--- config.mk ---
export PLATFORM = sky130hd
export DESIGN_NAME = ternary_weight_dot_product_flat
export DESIGN_NICKNAME = d
export VERILOG_FILES = /design/src/hdl/twdp_pkg.sv /design/src/hdl/twdp_if.sv /design/src/hdl/twdp_fpu.sv /design/src/hdl/twdp_dp.sv /design/src/hdl/twdp_ctrl.sv /design/src/hdl/ternary_weight_dot_product.sv /design/src/flat_wrapper.sv
export SDC_FILE = /design/constraint.sdc
export NUM_CORES = 2
export LEC_CHECK = 0
export BUFFER_PORTS_ARGS = -buffer_cell sky130_fd_sc_hd__buf_2
export CELL_PAD_IN_SITES_DETAIL_PLACEMENT = 0
export CELL_PAD_IN_SITES_GLOBAL_PLACEMENT = 1
export CORE_MARGIN = 2
export CORE_UTILIZATION = 50
export CTS_CLUSTER_DIAMETER = 100
export DETAILED_ROUTE_END_ITERATION = 10
export PLACE_DENSITY_LB_ADDON = 0.1
export SLEW_MARGIN = 0
export SYNTH_ARGS = -nofsm -noshare
export SYNTH_HDL_FRONTEND = slang
export SYNTH_SLANG_ARGS = --single-unit
--- constraint.sdc ---
create_clock -name clk -period 17 [get_ports clk]
set_clock_uncertainty 0.2 [all_clocks]
set_input_delay 3.4 -clock clk [delete_from_list [all_inputs] [get_ports clk]]
set_output_delay 3.4 -clock clk [all_outputs]
set_load 0.01 [all_outputs]
--- src/hdl/twdp_pkg.sv ---
`timescale 1ns / 1ps

package twdp_pkg;

    localparam logic [31:0] RECIP_127 = 32'h3C01_0204;
    localparam logic [31:0] CANON_NAN = 32'h7FC0_0000;
    localparam logic [31:0] POS_ZERO  = 32'h0000_0000;
    localparam logic [1:0]  CODE_PLUS  = 2'd1;
    localparam logic [1:0]  CODE_MINUS = 2'd2;
    localparam logic        REG_ACT_HALF = 1'b0;

    typedef enum logic [1:0] {
        STEP_LANE = 2'd0,
        STEP_MAG  = 2'd1,
        STEP_PROD = 2'd2,
        STEP_ACC  = 2'd3
    } step_t;

    typedef enum logic {
        FPU_MUL = 1'b0,
        FPU_ADD = 1'b1
    } fpu_op_t;

    typedef struct packed {
        logic  load;
        step_t step;
        logic  start;
        logic  commit;
        logic  emit;
    } dp_cmd_t;

    typedef struct packed {
        logic direct;
        logic last;
        logic out_full;
    } dp_stat_t;

    typedef struct packed {
        logic               special;
        logic [31:0]        special_val;
        logic               sgn;
        logic signed [11:0] ex;
        logic [50:0]        mant;
    } fpu_raw_t;

    // Rounds sgn * m * 2^e_in to single precision, nearest even. m must be nonzero.
    function automatic logic [31:0] fp_round(input logic sgn, input logic signed [11:0] e_in,
                                             input logic [50:0] m);
        int          p;
        int          sh;
        int          ex;
        logic [63:0] mw;
        logic [63:0] low_mask;
        logic [24:0] mant;
        logic        guard;
        logic        sticky;
        logic [31:0] res;
        p = 0;
        for (int i = 0; i < 51; i++)
        begin
            if (m[i])
            begin
                p = i;
            end
        end
        sh = p - 23;
        if (sh < -149 - int'(e_in))
        begin
            sh = -149 - int'(e_in);
        end
        mw = 64'(m);
        guard = 1'b0;
        sticky = 1'b0;
        low_mask = '0;
        if (sh <= 0)
        begin
            mant = 25'(mw << (-sh));
        end
        else if (sh > 52)
        begin
            mant = '0;
            sticky = 1'b1;
        end
        else
        begin
            mant = 25'(mw >> sh);
            guard = mw[sh - 1];
            low_mask = (64'd1 << (sh - 1)) - 64'd1;
            sticky = |(mw & low_mask);
        end
        if (guard && (sticky || mant[0]))
        begin
            mant = mant + 25'd1;
        end
        ex = int'(e_in) + sh + 150;
        if (mant[24])
        begin
            mant = mant >> 1;
            ex = ex + 1;
        end
        if (!mant[23])
        begin
            res = {sgn, 8'd0, mant[22:0]};
        end
        else if (ex >= 255)
        begin
            res = {sgn, 8'hFF, 23'd0};
        end
        else
        begin
            res = {sgn, 8'(ex), mant[22:0]};
        end
        return res;
    endfunction

    function automatic logic [31:0] half_to_single(input logic [15:0] h);
        int          q;
        logic [9:0]  man;
        logic [31:0] res;
        q = 0;
        for (int i = 0; i < 10; i++)
        begin
            if (h[i])
            begin
                q = i;
            end
        end
        man = 10'(h[9:0] << (10 - q));
        if (h[14:10] == 5'd0)
        begin
            if (h[9:0] == 10'd0)
            begin
                res = {h[15], 31'd0};
            end
            else
            begin
                res = {h[15], 8'(q + 103), man, 13'd0};
            end
        end
        else if (h[14:10] == 5'h1F)
        begin
            res = {h[15], 8'hFF, h[9:0], 13'd0};
        end
        else
        begin
            res = {h[15], 8'({3'd0, h[14:10]} + 8'd112), h[9:0], 13'd0};
        end
        return res;
    endfunction

    function automatic logic [31:0] int8_to_single(input logic signed [7:0] v);
        logic [7:0]  mag;
        logic [31:0] res;
        mag = v[7] ? 8'(-v) : 8'(v);
        if (mag == 8'd0)
        begin
            res = POS_ZERO;
        end
        else
        begin
            res = fp_round(v[7], 12'sd0, 51'(mag));
        end
        return res;
    endfunction

endpackage

--- src/hdl/twdp_if.sv ---
`timescale 1ns / 1ps

interface twdp_in_if;
    logic              valid;
    logic              ready;
    logic [1:0]        weight_code;
    logic [15:0]       page_scale;
    logic signed [7:0] lane_scale;
    logic              outlier_valid;
    logic [15:0]       outlier_value;
    logic [31:0]       activation_value;
    logic              last_in_row;

    modport source (
        output valid, weight_code, page_scale, lane_scale, outlier_valid,
               outlier_value, activation_value, last_in_row,
        input  ready
    );
    modport sink (
        input  valid, weight_code, page_scale, lane_scale, outlier_valid,
               outlier_value, activation_value, last_in_row,
        output ready
    );
endinterface

interface twdp_out_if;
    logic        valid;
    logic        ready;
    logic [31:0] dot_result;

    modport source (
        output valid, dot_result,
        input  ready
    );
    modport sink (
        input  valid, dot_result,
        output ready
    );
endinterface

--- src/hdl/twdp_fpu.sv ---
`timescale 1ns / 1ps

module twdp_fpu (
    input  logic             clk,
    input  logic             start,
    input  twdp_pkg::fpu_op_t op,
    input  logic [31:0]      a,
    input  logic [31:0]      b,
    output logic [31:0]      result
);
    import twdp_pkg::*;

    fpu_raw_t    raw_reg;
    fpu_raw_t    raw_next;

    logic        a_nan, b_nan, a_inf, b_inf, a_zero, b_zero;
    logic [23:0] ma, mb, m_big, m_small;
    logic [8:0]  eu_a, eu_b, eu_big, eu_small;
    logic        a_big;
    logic        s_big;
    logic [8:0]  exp_gap;
    logic [49:0] big_full, small_full, small_sh, low_mask;
    logic        stk;
    logic [50:0] sum;
    logic [47:0] prod;

    always_comb
    begin
        a_nan  = (a[30:23] == 8'hFF) && (a[22:0] != 23'd0);
        b_nan  = (b[30:23] == 8'hFF) && (b[22:0] != 23'd0);
        a_inf  = (a[30:23] == 8'hFF) && (a[22:0] == 23'd0);
        b_inf  = (b[30:23] == 8'hFF) && (b[22:0] == 23'd0);
        a_zero = (a[30:0] == 31'd0);
        b_zero = (b[30:0] == 31'd0);
        ma     = {(a[30:23] != 8'd0), a[22:0]};
        mb     = {(b[30:23] != 8'd0), b[22:0]};
        eu_a   = (a[30:23] == 8'd0) ? 9'd1 : {1'b0, a[30:23]};
        eu_b   = (b[30:23] == 8'd0) ? 9'd1 : {1'b0, b[30:23]};
        a_big  = a[30:0] >= b[30:0];
        m_big    = a_big ? ma : mb;
        m_small  = a_big ? mb : ma;
        eu_big   = a_big ? eu_a : eu_b;
        eu_small = a_big ? eu_b : eu_a;
        s_big    = a_big ? a[31] : b[31];
        exp_gap  = eu_big - eu_small;
        big_full   = {m_big, 26'd0};
        small_full = {m_small, 26'd0};
        low_mask   = '0;
        if (exp_gap >= 9'd50)
        begin
            small_sh = '0;
            stk = 1'b1;
        end
        else
        begin
            small_sh = small_full >> exp_gap;
            low_mask = (50'd1 << exp_gap) - 50'd1;
            stk = |(small_full & low_mask);
        end
        small_sh[0] = small_sh[0] | stk;
        if (a[31] == b[31])
        begin
            sum = {1'b0, big_full} + {1'b0, small_sh};
        end
        else
        begin
            sum = {1'b0, big_full} - {1'b0, small_sh};
        end
        prod = ma * mb;

        raw_next.special     = 1'b0;
        raw_next.special_val = POS_ZERO;
        raw_next.sgn         = 1'b0;
        raw_next.ex          = '0;
        raw_next.mant        = '0;
        case (op)
            FPU_MUL:
            begin
                raw_next.special = a_nan || b_nan || a_inf || b_inf || a_zero || b_zero;
                if (a_nan || b_nan || (a_inf && b_zero) || (b_inf && a_zero))
                begin
                    raw_next.special_val = CANON_NAN;
                end
                else if (a_inf || b_inf)
                begin
                    raw_next.special_val = {a[31] ^ b[31], 8'hFF, 23'd0};
                end
                else
                begin
                    raw_next.special_val = {a[31] ^ b[31], 31'd0};
                end
                raw_next.sgn  = a[31] ^ b[31];
                raw_next.ex   = 12'(signed'({3'd0, eu_a}) + signed'({3'd0, eu_b}) - 12'sd300);
                raw_next.mant = 51'(prod);
            end
            FPU_ADD:
            begin
                raw_next.special = a_nan || b_nan || a_inf || b_inf || a_zero || b_zero
                                   || (sum == 51'd0);
                if (a_nan || b_nan || (a_inf && b_inf && (a[31] != b[31])))
                begin
                    raw_next.special_val = CANON_NAN;
                end
                else if (a_inf)
                begin
                    raw_next.special_val = a;
                end
                else if (b_inf)
                begin
                    raw_next.special_val = b;
                end
                else if (a_zero && b_zero)
                begin
                    raw_next.special_val = {a[31] & b[31], 31'd0};
                end
                else if (a_zero)
                begin
                    raw_next.special_val = b;
                end
                else if (b_zero)
                begin
                    raw_next.special_val = a;
                end
                else
                begin
                    raw_next.special_val = POS_ZERO;
                end
                raw_next.sgn  = s_big;
                raw_next.ex   = 12'(signed'({3'd0, eu_big}) - 12'sd176);
                raw_next.mant = sum;
            end
            default:
            begin
                raw_next.special = 1'b1;
            end
        endcase
    end

    always_ff @(posedge clk)
    begin
        if (start)
        begin
            raw_reg <= raw_next;
        end
    end

    assign result = raw_reg.special ? raw_reg.special_val
                                    : fp_round(raw_reg.sgn, raw_reg.ex, raw_reg.mant);

endmodule

--- src/hdl/twdp_dp.sv ---
`timescale 1ns / 1ps

module twdp_dp (
    input  logic               clk,
    input  logic               rst_n,
    input  logic               act_half,
    input  twdp_pkg::dp_cmd_t  cmd,
    output twdp_pkg::dp_stat_t stat,
    input  logic [1:0]         weight_code,
    input  logic [15:0]        page_scale,
    input  logic signed [7:0]  lane_scale,
    input  logic               outlier_valid,
    input  logic [15:0]        outlier_value,
    input  logic [31:0]        activation_value,
    input  logic               last_in_row,
    input  logic               out_ready,
    output logic               out_valid,
    output logic [31:0]        dot_result
);
    import twdp_pkg::*;

    logic [1:0]        code_reg;
    logic [15:0]       page_reg;
    logic signed [7:0] lane_in_reg;
    logic              direct_reg;
    logic              last_reg;
    logic [31:0]       act_reg;
    logic [31:0]       lane_reg;
    logic [31:0]       weight_reg;
    logic [31:0]       prod_reg;
    logic [31:0]       sum_reg;
    logic              out_valid_reg;
    logic [31:0]       out_reg;
    logic [31:0]       op_a;
    logic [31:0]       op_b;
    fpu_op_t           op;
    logic [31:0]       fpu_res;
    logic              sum_nan;

    always_comb
    begin
        op   = FPU_MUL;
        op_a = int8_to_single(lane_in_reg);
        op_b = RECIP_127;
        case (cmd.step)
            STEP_LANE:
            begin
                op_a = int8_to_single(lane_in_reg);
                op_b = RECIP_127;
            end
            STEP_MAG:
            begin
                op_a = half_to_single(page_reg);
                op_b = lane_reg;
            end
            STEP_PROD:
            begin
                op_a = weight_reg;
                op_b = act_reg;
            end
            STEP_ACC:
            begin
                op   = FPU_ADD;
                op_a = sum_reg;
                op_b = prod_reg;
            end
            default:
            begin
                op = FPU_MUL;
            end
        endcase
    end

    twdp_fpu u_fpu (
        .clk    (clk),
        .start  (cmd.start),
        .op     (op),
        .a      (op_a),
        .b      (op_b),
        .result (fpu_res)
    );

    always_ff @(posedge clk)
    begin
        if (cmd.load)
        begin
            code_reg    <= weight_code;
            page_reg    <= page_scale;
            lane_in_reg <= lane_scale;
            direct_reg  <= outlier_valid
                           || ((weight_code != CODE_PLUS) && (weight_code != CODE_MINUS));
            last_reg    <= last_in_row;
            act_reg     <= act_half ? half_to_single(activation_value[15:0]) : activation_value;
            weight_reg  <= outlier_valid ? half_to_single(outlier_value) : POS_ZERO;
        end
        else if (cmd.commit)
        begin
            case (cmd.step)
                STEP_LANE:
                begin
                    lane_reg <= fpu_res;
                end
                STEP_MAG:
                begin
                    weight_reg <= {fpu_res[31] ^ (code_reg == CODE_MINUS), fpu_res[30:0]};
                end
                STEP_PROD:
                begin
                    prod_reg <= fpu_res;
                end
                default:
                begin
                end
            endcase
        end
    end

    assign sum_nan = (sum_reg[30:23] == 8'hFF) && (sum_reg[22:0] != 23'd0);

    always_ff @(posedge clk or negedge rst_n)
    begin
        if (!rst_n)
        begin
            sum_reg       <= POS_ZERO;
            out_valid_reg <= 1'b0;
        end
        else
        begin
            if (cmd.emit)
            begin
                sum_reg <= POS_ZERO;
            end
            else if (cmd.commit && (cmd.step == STEP_ACC))
            begin
                sum_reg <= fpu_res;
            end
            if (cmd.emit)
            begin
                out_valid_reg <= 1'b1;
            end
            else if (out_ready)
            begin
                out_valid_reg <= 1'b0;
            end
        end
    end

    always_ff @(posedge clk)
    begin
        if (cmd.emit)
        begin
            out_reg <= sum_nan ? CANON_NAN : sum_reg;
        end
    end

    assign stat.direct   = direct_reg;
    assign stat.last     = last_reg;
    assign stat.out_full = out_valid_reg && !out_ready;
    assign out_valid     = out_valid_reg;
    assign dot_result    = out_reg;

endmodule

--- src/hdl/twdp_ctrl.sv ---
`timescale 1ns / 1ps

module twdp_ctrl (
    input  logic               clk,
    input  logic               rst_n,
    input  logic               in_valid,
    output logic               in_ready,
    input  twdp_pkg::dp_stat_t stat,
    output twdp_pkg::dp_cmd_t  cmd
);
    import twdp_pkg::*;

    typedef enum logic [9:0] {
        S_IDLE   = 10'b00_0000_0001,
        S_LANE_A = 10'b00_0000_0010,
        S_LANE_B = 10'b00_0000_0100,
        S_MAG_A  = 10'b00_0000_1000,
        S_MAG_B  = 10'b00_0001_0000,
        S_PROD_A = 10'b00_0010_0000,
        S_PROD_B = 10'b00_0100_0000,
        S_ACC_A  = 10'b00_1000_0000,
        S_ACC_B  = 10'b01_0000_0000,
        S_EMIT   = 10'b10_0000_0000
    } state_t;

    state_t state_reg;
    state_t state_next;

    always_comb
    begin
        state_next = state_reg;
        in_ready   = 1'b0;
        cmd.load   = 1'b0;
        cmd.step   = STEP_LANE;
        cmd.start  = 1'b0;
        cmd.commit = 1'b0;
        cmd.emit   = 1'b0;
        case (state_reg)
            S_IDLE:
            begin
                in_ready = 1'b1;
                if (in_valid)
                begin
                    cmd.load   = 1'b1;
                    state_next = S_LANE_A;
                end
            end
            S_LANE_A:
            begin
                cmd.start  = 1'b1;
                state_next = stat.direct ? S_PROD_A : S_LANE_B;
            end
            S_LANE_B:
            begin
                cmd.commit = 1'b1;
                state_next = S_MAG_A;
            end
            S_MAG_A:
            begin
                cmd.step   = STEP_MAG;
                cmd.start  = 1'b1;
                state_next = S_MAG_B;
            end
            S_MAG_B:
            begin
                cmd.step   = STEP_MAG;
                cmd.commit = 1'b1;
                state_next = S_PROD_A;
            end
            S_PROD_A:
            begin
                cmd.step   = STEP_PROD;
                cmd.start  = 1'b1;
                state_next = S_PROD_B;
            end
            S_PROD_B:
            begin
                cmd.step   = STEP_PROD;
                cmd.commit = 1'b1;
                state_next = S_ACC_A;
            end
            S_ACC_A:
            begin
                cmd.step   = STEP_ACC;
                cmd.start  = 1'b1;
                state_next = S_ACC_B;
            end
            S_ACC_B:
            begin
                cmd.step   = STEP_ACC;
                cmd.commit = 1'b1;
                state_next = S_EMIT;
            end
            S_EMIT:
            begin
                if (!stat.last)
                begin
                    state_next = S_IDLE;
                end
                else if (!stat.out_full)
                begin
                    cmd.emit   = 1'b1;
                    state_next = S_IDLE;
                end
            end
            default:
            begin
                state_next = S_IDLE;
            end
        endcase
    end

    always_ff @(posedge clk or negedge rst_n)
    begin
        if (!rst_n)
        begin
            state_reg <= S_IDLE;
        end
        else
        begin
            state_reg <= state_next;
        end
    end

endmodule

--- src/hdl/ternary_weight_dot_product.sv ---
`timescale 1ns / 1ps
// Accumulates weight times activation over a row of ternary weight columns in single
// precision and delivers the row sum as one output beat on the column marked last, then
// restarts from zero. A new item is accepted only once the previous one has finished its
// steps, and an item whose weight is zero or an outlier commits no lane scale and skips the
// page scale step. One shared two-stage floating-point unit runs the lane scale, page scale,
// product and accumulate steps in turn, each as a start and a commit state. A last
// item waits further while the previous result beat has not been taken. NaN sums are
// delivered as the canonical quiet NaN. The activation format register should only be
// written while no item is in flight.

module ternary_weight_dot_product (
    input  logic        clk,
    input  logic        rst_n,
    input  logic        psel,
    input  logic        penable,
    input  logic        pwrite,
    input  logic [2:0]  paddr,
    input  logic [31:0] pwdata,
    output logic [31:0] prdata,
    output logic        pready,
    twdp_in_if.sink     in_item,
    twdp_out_if.source  out_item
);
    import twdp_pkg::*;

    logic     act_half_reg;
    dp_cmd_t  cmd;
    dp_stat_t stat;

    always_ff @(posedge clk or negedge rst_n)
    begin
        if (!rst_n)
        begin
            act_half_reg <= 1'b0;
        end
        else if (psel && penable && pwrite && pready && (paddr[2] == REG_ACT_HALF))
        begin
            act_half_reg <= pwdata[0];
        end
    end

    assign pready = 1'b1;
    assign prdata = (paddr[2] == REG_ACT_HALF) ? {31'd0, act_half_reg} : 32'd0;

    twdp_ctrl u_ctrl (
        .clk      (clk),
        .rst_n    (rst_n),
        .in_valid (in_item.valid),
        .in_ready (in_item.ready),
        .stat     (stat),
        .cmd      (cmd)
    );

    twdp_dp u_dp (
        .clk              (clk),
        .rst_n            (rst_n),
        .act_half         (act_half_reg),
        .cmd              (cmd),
        .stat             (stat),
        .weight_code      (in_item.weight_code),
        .page_scale       (in_item.page_scale),
        .lane_scale       (in_item.lane_scale),
        .outlier_valid    (in_item.outlier_valid),
        .outlier_value    (in_item.outlier_value),
        .activation_value (in_item.activation_value),
        .last_in_row      (in_item.last_in_row),
        .out_ready        (out_item.ready),
        .out_valid        (out_item.valid),
        .dot_result       (out_item.dot_result)
    );

    assert property (@(posedge clk) disable iff (!rst_n)
        (in_item.valid && in_item.ready) |=> !in_item.ready)
        else $error("input accepted while an item is still in flight");

    assert property (@(posedge clk) disable iff (!rst_n)
        $rose(out_item.valid) |-> $past(!in_item.ready))
        else $error("result beat appeared without an item in flight");

    assert property (@(posedge clk) disable iff (!rst_n)
        (psel && penable && pwrite && (paddr[2] != REG_ACT_HALF)) |=> $stable(act_half_reg))
        else $error("write outside the register map changed the format register");

endmodule

--- src/flat_wrapper.sv ---
// flat-port wrapper written by rule: the top's interface ports become plain ports
module ternary_weight_dot_product_flat import twdp_pkg::*;
  (clk, rst_n, psel, penable, pwrite, paddr, pwdata, prdata, pready, in_item_valid, in_item_weight_code, in_item_page_scale, in_item_lane_scale, in_item_outlier_valid, in_item_outlier_value, in_item_activation_value, in_item_last_in_row, in_item_ready, out_item_valid, out_item_dot_result, out_item_ready);
  twdp_in_if in_item_i ();
  twdp_out_if out_item_i ();
  input  logic clk;
  input  logic rst_n;
  input  logic psel;
  input  logic penable;
  input  logic pwrite;
  input  logic [2:0] paddr;
  input  logic [31:0] pwdata;
  output logic [31:0] prdata;
  output logic pready;
  input wire logic [$bits(in_item_i.valid)-1:0] in_item_valid;
  input wire logic [$bits(in_item_i.weight_code)-1:0] in_item_weight_code;
  input wire logic [$bits(in_item_i.page_scale)-1:0] in_item_page_scale;
  input wire logic [$bits(in_item_i.lane_scale)-1:0] in_item_lane_scale;
  input wire logic [$bits(in_item_i.outlier_valid)-1:0] in_item_outlier_valid;
  input wire logic [$bits(in_item_i.outlier_value)-1:0] in_item_outlier_value;
  input wire logic [$bits(in_item_i.activation_value)-1:0] in_item_activation_value;
  input wire logic [$bits(in_item_i.last_in_row)-1:0] in_item_last_in_row;
  output wire logic [$bits(in_item_i.ready)-1:0] in_item_ready;
  output wire logic [$bits(out_item_i.valid)-1:0] out_item_valid;
  output wire logic [$bits(out_item_i.dot_result)-1:0] out_item_dot_result;
  input wire logic [$bits(out_item_i.ready)-1:0] out_item_ready;
  assign in_item_i.valid = in_item_valid;
  assign in_item_i.weight_code = in_item_weight_code;
  assign in_item_i.page_scale = in_item_page_scale;
  assign in_item_i.lane_scale = in_item_lane_scale;
  assign in_item_i.outlier_valid = in_item_outlier_valid;
  assign in_item_i.outlier_value = in_item_outlier_value;
  assign in_item_i.activation_value = in_item_activation_value;
  assign in_item_i.last_in_row = in_item_last_in_row;
  assign in_item_ready = in_item_i.ready;
  assign out_item_valid = out_item_i.valid;
  assign out_item_dot_result = out_item_i.dot_result;
  assign out_item_i.ready = out_item_ready;
  ternary_weight_dot_product u_core (.clk(clk), .rst_n(rst_n), .psel(psel), .penable(penable), .pwrite(pwrite), .paddr(paddr), .pwdata(pwdata), .prdata(prdata), .pready(pready), .in_item(in_item_i), .out_item(out_item_i));
endmodule
==> impl_metrics.yaml <==
clock_network:
  htree_levels: 2
  cts.sinks: 329
  cts_hold_buf: 0
  cts_buffer_depth: 3
  cts_tree: "yes"
  clock-root-buffer: "clkbuf_16"
  clock_latency_ns: 0.59
  path_clk_slew_ns: 0.06
  cts_buffers: 37
grt:
  overflow: 0
  grt_use_total: 0.441
  grt_pass1_vias: 57400
  grt_max_degree: 85
  grt_pass1_wl_mm: 386
  antenna_found_initial: 15
detailed_routing:
  drtIter0Drc: 7492
  drt-total-wl_mm: 266
  vias_per_cell: 6.79
  antenna_left: 0
  drtPass1Iterations: 11
  wl_per_cell_um: 30.2
  drc: 0
  vias: 59800
yosys:
  avgSynthCellArea_um2: 7.98
  synth_top_cell_by_area: "fa_1"
  synth_top_area_frac: 0.167
  synth_edf_count: 285
  async_flop_share: 0.134
  yosysWarnings: 0
  netlist_instances: 7280
  ys_ff_latch: 329
  ys.flop_type: "edfxtp_1"
  synth_cell_types: 131
  synth_area_leaders: "fa_1 17%, edfxtp_1 15%, ha_1 7.8%"
  synth_area_um2: 58100
  yosysSeqAreaShare: 0.166
die:
  die_w_um: 345
  die-area_um2: 119000
  start_util: 0.502
  row_count: 125
  coreArea_um2: 116000
  chipHeight_um: 345
  ios: 185
job:
  cap_violations: 0
timing:
  relSlewSlack: 0.0160
  tns_ns: 0
  rsz0062_at_grt: "false"
  finalHoldViolCount: 0
  slew_violations: 0
  period_needed_ns: 16.12
  setup_ws_ns: 0.876
  fmax_mhz: 62.0
  setup_viol: 0
  tightestPinTransition_ns: 1.46
  fin_crit_sh: 0.948
placed_design:
  place_ws_ns: 0.378
  dp_hpwl_mm: 203
  io_buffers: 119
  place.gp.congestion: 1.05
setup_path:
  crit_path_end_kind: "register"
  worst_r2r_startpoint: "u_core.u_dp.lane_in_reg[1]"
  crit_start: "u_core.u_dp.lane_in_reg[1]"
  cpMaxStageDelayCell: "or4b_1"
  start_kind: "register"
  cp_common_cell: "buf_4"
  path_max_fanout: 13
  timing.critical_path.required_ns: 17.21
  critPathKind: "reg2reg"
  r2r_setup_slack_ns: 0.88
  endpoint: "u_core.u_dp.u_fpu.raw_reg[96]"
  cp.arrival_ns: 16.33
  reg2reg_depth: 70
  r2r_end: "u_core.u_dp.u_fpu.raw_reg[96]"
  critPathMaxStageDelay_ns: 0.60
layout:
  nFillCells: 11300
  drive_gt1_frac: 0.0960
  nets: 8212
  syn_to_final_growth_pct: 7.27
  largest_register_ffs: 97
run_status:
  status: "completed"
worst_hold_path:
  min_path_type: "reg2reg"
area by class of cell:
type | count | area [um2] | share of cell area
tap | 1524 | 1910 | 0.0306
sequential | 329 | 9660 | 0.155
clock inverter | 23 | 224 | 0.00359
multi-input combinational | 5713 | 43900 | 0.705
clock buffer | 44 | 973 | 0.0156
antenna | 3 | 7.51 | 0.000120
inverter | 753 | 2830 | 0.0454
timing repair buffer | 410 | 2780 | 0.0446
how the worst min path moves through the flow:
stage	end	cells past startpoint	from	slack (ns)
floorplan	u_core.u_ctrl.state_reg[2]	1	u_core.u_dp.direct_reg	0.21
global placement	u_core.u_ctrl.state_reg[2]	1	u_core.u_dp.direct_reg	0.25
detailed placement	u_core.u_ctrl.state_reg[2]	1	u_core.u_dp.direct_reg	0.24
CTS	u_core.u_ctrl.state_reg[2]	1	u_core.u_dp.direct_reg	0.25
global route	u_core.u_ctrl.state_reg[2]	1	u_core.u_dp.direct_reg	0.28
finish	u_core.u_ctrl.state_reg[2]	1	u_core.u_dp.direct_reg	0.25
layer usage:
metal,track usage,routed length (um),vias up,share of wire
li1,-,-,25700,-
met5,0,88,-,0.00033
met2,0.665,113000,3848,0.43
met3,0.133,33500,986,0.13
met4,0.267,19700,14,0.074
met1,0.557,98800,29200,0.37
cells in the final DEF (no fill, tap or decap), types with 93 or more instances in the layout:
cell and n:
nand2_1 914, inv_1 737, nor2_1 644, fa_1 485, a21oi_1 426, ha_1 362, o21ai_0 301, buf_4 291
edfxtp_1 285, mux2i_1 181, nand3_1 173, nor3_1 144, xnor2_1 126, buf_2 119, and2_1 93
worst max-delay path: cells and delay by family (launching register included):
kind	cells	cell delay (ns)
xor gates and xnor gates	1	0.24
and+or+nand+nor	22	4.04
AOI/OAI and AO/OA	30	6.77
adders and majority gates	8	2.36
buffers and inverters	9	1.81
DFF	1	0.50
kinds of logic (layout without fill, tap and decap cells):
logic type | after synthesis | count (layout) | synth area share
simple gates | 2500 | 2500 | 0.202
compound gates | 1917 | 1917 | 0.228
buf+inv | 1268 | 1230 | 0.0860
fa+ha+maj | 850 | 850 | 0.246
flops | 329 | 329 | 0.166
mux | 227 | 227 | 0.0442
xor+xnor | 187 | 187 | 0.0283
other cells | 2 | 35 | 0.000129
metrics by stage:
| stage | utilization | instances | hold slack (ns) | cell area (um2) |
|---|---|---|---|---|
| 6_report | 0.538 | 8799 | 0.250 | 62300 |
| 5_1_grt | 0.538 | 8796 | 0.279 | 62300 |
| 2_1_floorplan | - | 7310 | 0.205 | 58200 |
| 3_5_place_dp | 0.527 | 8724 | 0.244 | 60900 |
| 3_3_place_gp | 0.527 | 8724 | 0.246 | 60900 |
| 4_1_cts | 0.537 | 8791 | 0.253 | 62100 |
synth_stat cells (47+ instances only):
cell type	count
nor4_1	76
nand2_1	916
mux2i_1	181
o21a_1	53
nor2b_1	61
nand3_1	173
and3_1	48
nor2_1	650
o31ai_1	99
a221oi_1	62
nor3_1	147
nand4_1	67
inv_1	738
and2_1	93
o21ai_0	311
o211ai_1	81
a211oi_1	68
a22oi_1	71
xor2_1	55
nand2b_1	61
clkbuf_1	380
ha_1	364
o21ai_1	48
buf_1	48
xnor2_1	131
or3_1	51
a21o_1	69
a31oi_1	88
o21bai_1	47
fa_1	486
edfxtp_1	285
a21oi_1	432
what timing repair did:
action,in CTS,in global routing
endpoints found under the setup margin,0,8
resized for setup,0,31
buffers inserted,0,5
Power is left out: the tool's default activity adds up to more than one toggle a clock period on the data nets, which glitch-free logic cannot reach.
